File: config.mk
export PLATFORM = sky130hd
export DESIGN_NAME = csrc_div
export DESIGN_NICKNAME = d
export VERILOG_FILES = /design/src/rtl/csrc_pkg.sv /design/src/rtl/csrc_div.sv
export SDC_FILE = /design/constraint.sdc
export NUM_CORES = 2
export LEC_CHECK = 0
export BUFFER_PORTS_ARGS = -buffer_cell sky130_fd_sc_hd__buf_2
export CAP_MARGIN = 20
export CELL_PAD_IN_SITES_DETAIL_PLACEMENT = 1
export CELL_PAD_IN_SITES_GLOBAL_PLACEMENT = 1
export CORE_MARGIN = 2
export CORE_UTILIZATION = 25
export DETAILED_ROUTE_END_ITERATION = 10
export PLACE_DENSITY_LB_ADDON = 0.12
export SYNTH_ARGS = -nofsm -noshare
export SYNTH_HDL_FRONTEND = slang
export SYNTH_SLANG_ARGS = --single-unit
File: constraint.sdc
create_clock -name clk -period 4.4 [get_ports clk]
set_input_delay 0.88 -clock clk [delete_from_list [all_inputs] [get_ports clk]]
set_output_delay 0.88 -clock clk [all_outputs]
set_load 0.05 [all_outputs]
File: src/rtl/csrc_pkg.sv
`timescale 1ns / 1ps

package csrc_pkg;

    // Default coordinate width of the collision datapath
    localparam int COORD_BITS_DEF = 16;

endpackage

File: src/rtl/csrc_div.sv
`timescale 1ns / 1ps

// Pipelined restoring divider: one quotient bit per stage, QUO_W stages.
// The quotient must fit QUO_W bits; a zero divisor gives a meaningless result.
// Only payload flows through here, so the stages carry no reset.
module csrc_div
    import csrc_pkg::*;
#(
    parameter int COORD_BITS = COORD_BITS_DEF,
    parameter int NUM_W      = 3 * COORD_BITS + 1,
    parameter int DEN_W      = 2 * COORD_BITS + 1,
    parameter int QUO_W      = COORD_BITS
)
(
    input  logic             clk,
    input  logic             en,
    input  logic [NUM_W-1:0] num,
    input  logic [DEN_W-1:0] den,
    output logic [QUO_W-1:0] quo
);

    logic [NUM_W-1:0] rem_reg [QUO_W];
    logic [DEN_W-1:0] den_reg [QUO_W];
    logic [QUO_W-1:0] quo_reg [QUO_W];

    genvar k;
    generate
        for (k = 0; k < QUO_W; k++)
        begin : g_stage
            localparam int SH = QUO_W - 1 - k;
            logic [NUM_W-1:0] rem_in;
            logic [DEN_W-1:0] den_in;
            logic [QUO_W-1:0] quo_in;
            logic [NUM_W-1:0] shifted;
            logic             ge;
            logic [NUM_W-1:0] rem_next;
            logic [QUO_W-1:0] quo_next;

            if (k == 0)
            begin : g_first
                assign rem_in = num;
                assign den_in = den;
                assign quo_in = '0;
            end
            else
            begin : g_rest
                assign rem_in = rem_reg[k-1];
                assign den_in = den_reg[k-1];
                assign quo_in = quo_reg[k-1];
            end

            // Trial subtract of the divisor aligned to this quotient bit
            always_comb
            begin
                shifted  = NUM_W'(den_in) << SH;
                ge       = (rem_in >= shifted);
                rem_next = ge ? (rem_in - shifted) : rem_in;
                quo_next = (quo_in << 1) | QUO_W'(ge);
            end

            // Advance the stage on enable
            always_ff @(posedge clk)
            begin
                if (en)
                begin
                    rem_reg[k] <= rem_next;
                    den_reg[k] <= den_in;
                    quo_reg[k] <= quo_next;
                end
            end
        end
    endgenerate

    assign quo = quo_reg[QUO_W-1];

endmodule

==> results.md <==
* Status: finished, final reports clean
* # DRC at 0
* WP data arrival at approximately 4800 ps
* Final Non-Filler Cells at ~12000
* Hold Path Sink: den_reg[0][7]$_DFFE_PP_
* Mapped cell area at 0.07816 mm2
* Post-place instance area at about 0.086 mm2
* H-tree levels at 4
* Final hold vios at 0
* Finished Core Util at 29.39%
* Smallest hold slack at roughly 220 ps
* R2R Path End: rem_reg[1][145]$_DFFE_PP_
* Register area at 0.04102 mm2
* Library cells used by synthesis at 91
* Cts repair resizes at 1
* Clock Latency Late Sink at 870 ps
* # IOs at 100
* Num CTS Buffers at approximately 180
* R2r startpoint: den_reg[1][33]$_DFFE_PP_
* Clock Path Buffers at 4
* Fin crit period at 4246 ps
* Total GRT Usage at between 10% and 20%
* Fmax at 235.5 MHz
* Synth Warn # at 0
* Final GP Congestion at 0.8925
* Die Span Y at ~560 um
* Drt first pass iters at 5
* Post-Route WL at about 240000 um
* Core box area at around 0.31 mm2
* Mapped Nets at 7863
* Post-synthesis cell count at 7236
* Multi-input gate area at roughly 0.034 mm2
* Post-synth EDFFs at around 1400
* Final instance area at 0.09150 mm2
* Area growth syn-to-layout at 17.08%
* Slew headroom at 30.12%
* Antenna violations before repair at 2
* Root buffer cell: clkbuf_16
* Post-CTS Setup Bufs at 0
* R2R setup slack at 150 ps
* Routed vias at 54990
* Leakage Power at 36.00 nW
* Post-synthesis sequential area ratio at a little over half
* Via-to-Cell Ratio at 4.623
* VDD IR-drop max at approximately 0.00032 V
* Critical Path RT at 4960 ps
* Clk_skew at 89.96 ps
* Type of the worst min-delay path: in -> reg
* Worst Tran Pin Value at 1022 ps
* Cell depth of the worst hold path at 1
* Initial DRC count at 2093
* Post-Syn Area per Cell at 10.80 um2
* Max cap viols at 0
* Final Max Tran Viols at 0
* Antenna viol nets, final at 0
* Die area at between 0.3 and 0.4 mm2
* Post-synth ARST share at 0%
* Chip width at 563.1 um
* Hold_buf cts at 0
* Power Dens Cells at around 670 mW/mm2
* Fillcell total at 34740
* Crit start category: flop
* Proportion of layout cells with a drive suffix above 1 at 10.61%
* HPWL Detailed at 197500 um
* Vias in the first global route at 60230
* Setup Crit Path Kind: reg -> reg
* Placed insts at 11570
* Synth Register Bits at 1366
* First-pass GRT wire length at 366300 um
* Reg clk slew, reported paths at about 60 ps
* GRT Residual Overflow at 0
* Final nets at 8241
* Initial Util at 25.10%
* Cell Rows at around 210
* Top_reg_cell synth: edfxtp_1
* Routed len/inst at 20.40 um
* Hold Crit Start: den[7]
* Critical Path Fanout Max at 3
* RSZ-0062 raised after global routing: false
* Port Buffers at roughly 100
* Largest register FFs at 735
* Clock tree sinks at 1366
* Fin crit share at 96.50%
* # setup viols final at 0
* Largest net degree at the start of global routing at 105
* R2r worst-path depth at 16
* Setup crit end kind: flop
* CTS tree: yes
routing by layer:
layer	GRT usage, %	wire (um)	part of all wire [%]
met1	14.47	88030	36
met2	30.07	132700	55
met4	8.950	16270	6.7
met3	1.857	5650	2.3
met5	0	0	0
cell families after synthesis:
logic type                 share of synthesized area, %
AOI/OAI and AO/OA                                 15.36
xor gates and xnor gates                          6.051
adders and majority gates                         8.837
buffers and inverters                             4.260
DFF                                               52.48
muxes                                             1.188
and+or+nand+nor                                   11.82
metrics by stage:
step	setup TNS (ps)	worst slack, ps	total power, mW
2_1_floorplan	0	627.2	38.14
3_3_place_gp	-11070	-390.7	47.30
3_5_place_dp	-7485	-291.7	47.49
4_1_cts	0	108.8	62.23
5_1_grt	0	14.91	65.47
6_report	0	153.8	61.16
synthesized netlist by cell type (all sizes together) (86+ instances only):
| cell type | instances | area share (%) |
|---|---|---|
| edfxtp | 1366 | 52 |
| inv | 660 | 3.2 |
| a21oi | 653 | 4.2 |
| nand2 | 557 | 2.7 |
| ha | 528 | 8.5 |
| nor2 | 489 | 2.3 |
| o21ai | 473 | 3.0 |
| xnor2 | 270 | 3.0 |
| xor2 | 270 | 3.0 |
| a21o | 269 | 2.6 |
| clkbuf | 164 | 0.79 |
| nor3 | 128 | 0.83 |
| nand3 | 120 | 0.77 |
| nand4 | 103 | 0.82 |
| nor2b | 86 | 0.69 |
worst max-delay path: stages (launching register included):
cell and delay, ps:
edfxtp_1 400, ha_1 210, inv_1 70, fa_1 190, a211oi_1 110, o21ai_1 430
o211ai_1 220, a2111oi_0 910, buf_4 230, o21ai_0 70, buf_4 160, o21ai_0 210
a21oi_1 170, o2111ai_1 210, buf_4 170, nor3_1 50, xor2_1 170
cells in the final DEF, fill, tap and decap left out, types with 35 or more instances in the layout:
| cell type | synthesis | final |
|---|---|---|
| o21ai_0 | 454 | 453 |
| nor2_1 | 489 | 489 |
| a31oi_1 | 56 | 54 |
| buf_2 | 25 | 99 |
| clkbuf_16 | 0 | 179 |
| nor3_1 | 126 | 124 |
| inv_1 | 660 | 660 |
| nand2_1 | 557 | 557 |
| clkinv_1 | 0 | 39 |
| nor4_1 | 72 | 66 |
| nand3_1 | 120 | 120 |
| or3_1 | 44 | 44 |
| nand2b_1 | 81 | 81 |
| a21o_1 | 269 | 269 |
| mux2_2 | 66 | 66 |
| o21a_1 | 67 | 66 |
| nand4_1 | 103 | 103 |
| o21bai_1 | 64 | 63 |
| a211oi_1 | 57 | 57 |
| and3_1 | 56 | 56 |
| clkinv_2 | 0 | 35 |
| a21oi_1 | 653 | 652 |
| nor2b_1 | 86 | 86 |
| o211ai_1 | 41 | 41 |
| edfxtp_1 | 1366 | 1366 |
| buf_4 | 4 | 273 |
| xor2_1 | 270 | 270 |
| ha_1 | 528 | 528 |
| xnor2_1 | 270 | 270 |
worst max path at each step:
stage / end / startpoint / slack, ps / cells after the start
finish: rem_reg[1][145]$_DFFE_PP_ / den_reg[1][33]$_DFFE_PP_ / 150 / 16
global route: rem_reg[1][145]$_DFFE_PP_ / rem_reg[1][54]$_DFFE_PP_ / 10 / 17
CTS: rem_reg[1][155]$_DFFE_PP_ / den_reg[1][93]$_DFFE_PP_ / 110 / 13
detailed placement: rem_reg[0][19]$_DFFE_PP_ / num[15] / -290 / 16
global placement: rem_reg[0][39]$_DFFE_PP_ / num[15] / -390 / 18
floorplan: rem_reg[0][19]$_DFFE_PP_ / num[15] / 630 / 14
power by group:
group	total [mW]	internal, mW	switching (mW)
combinational	25.6	10.8	14.8
clock	14.2	8.34	5.86
sequential	21.3	18.8	2.49
layout make-up:
cell class | instances | share of cell area (%)
clock buffers | 204 | 4.998
inverters | 660 | 2.707
clock inverters | 114 | 1.165
repair buffers | 405 | 3.503
multi-input cells | 5002 | 37.13
diodes | 3 | 0.008204
flip-flops and latches | 1366 | 44.83
well taps | 4140 | 5.661
Note: power is estimated with default switching activity, not from simulation.
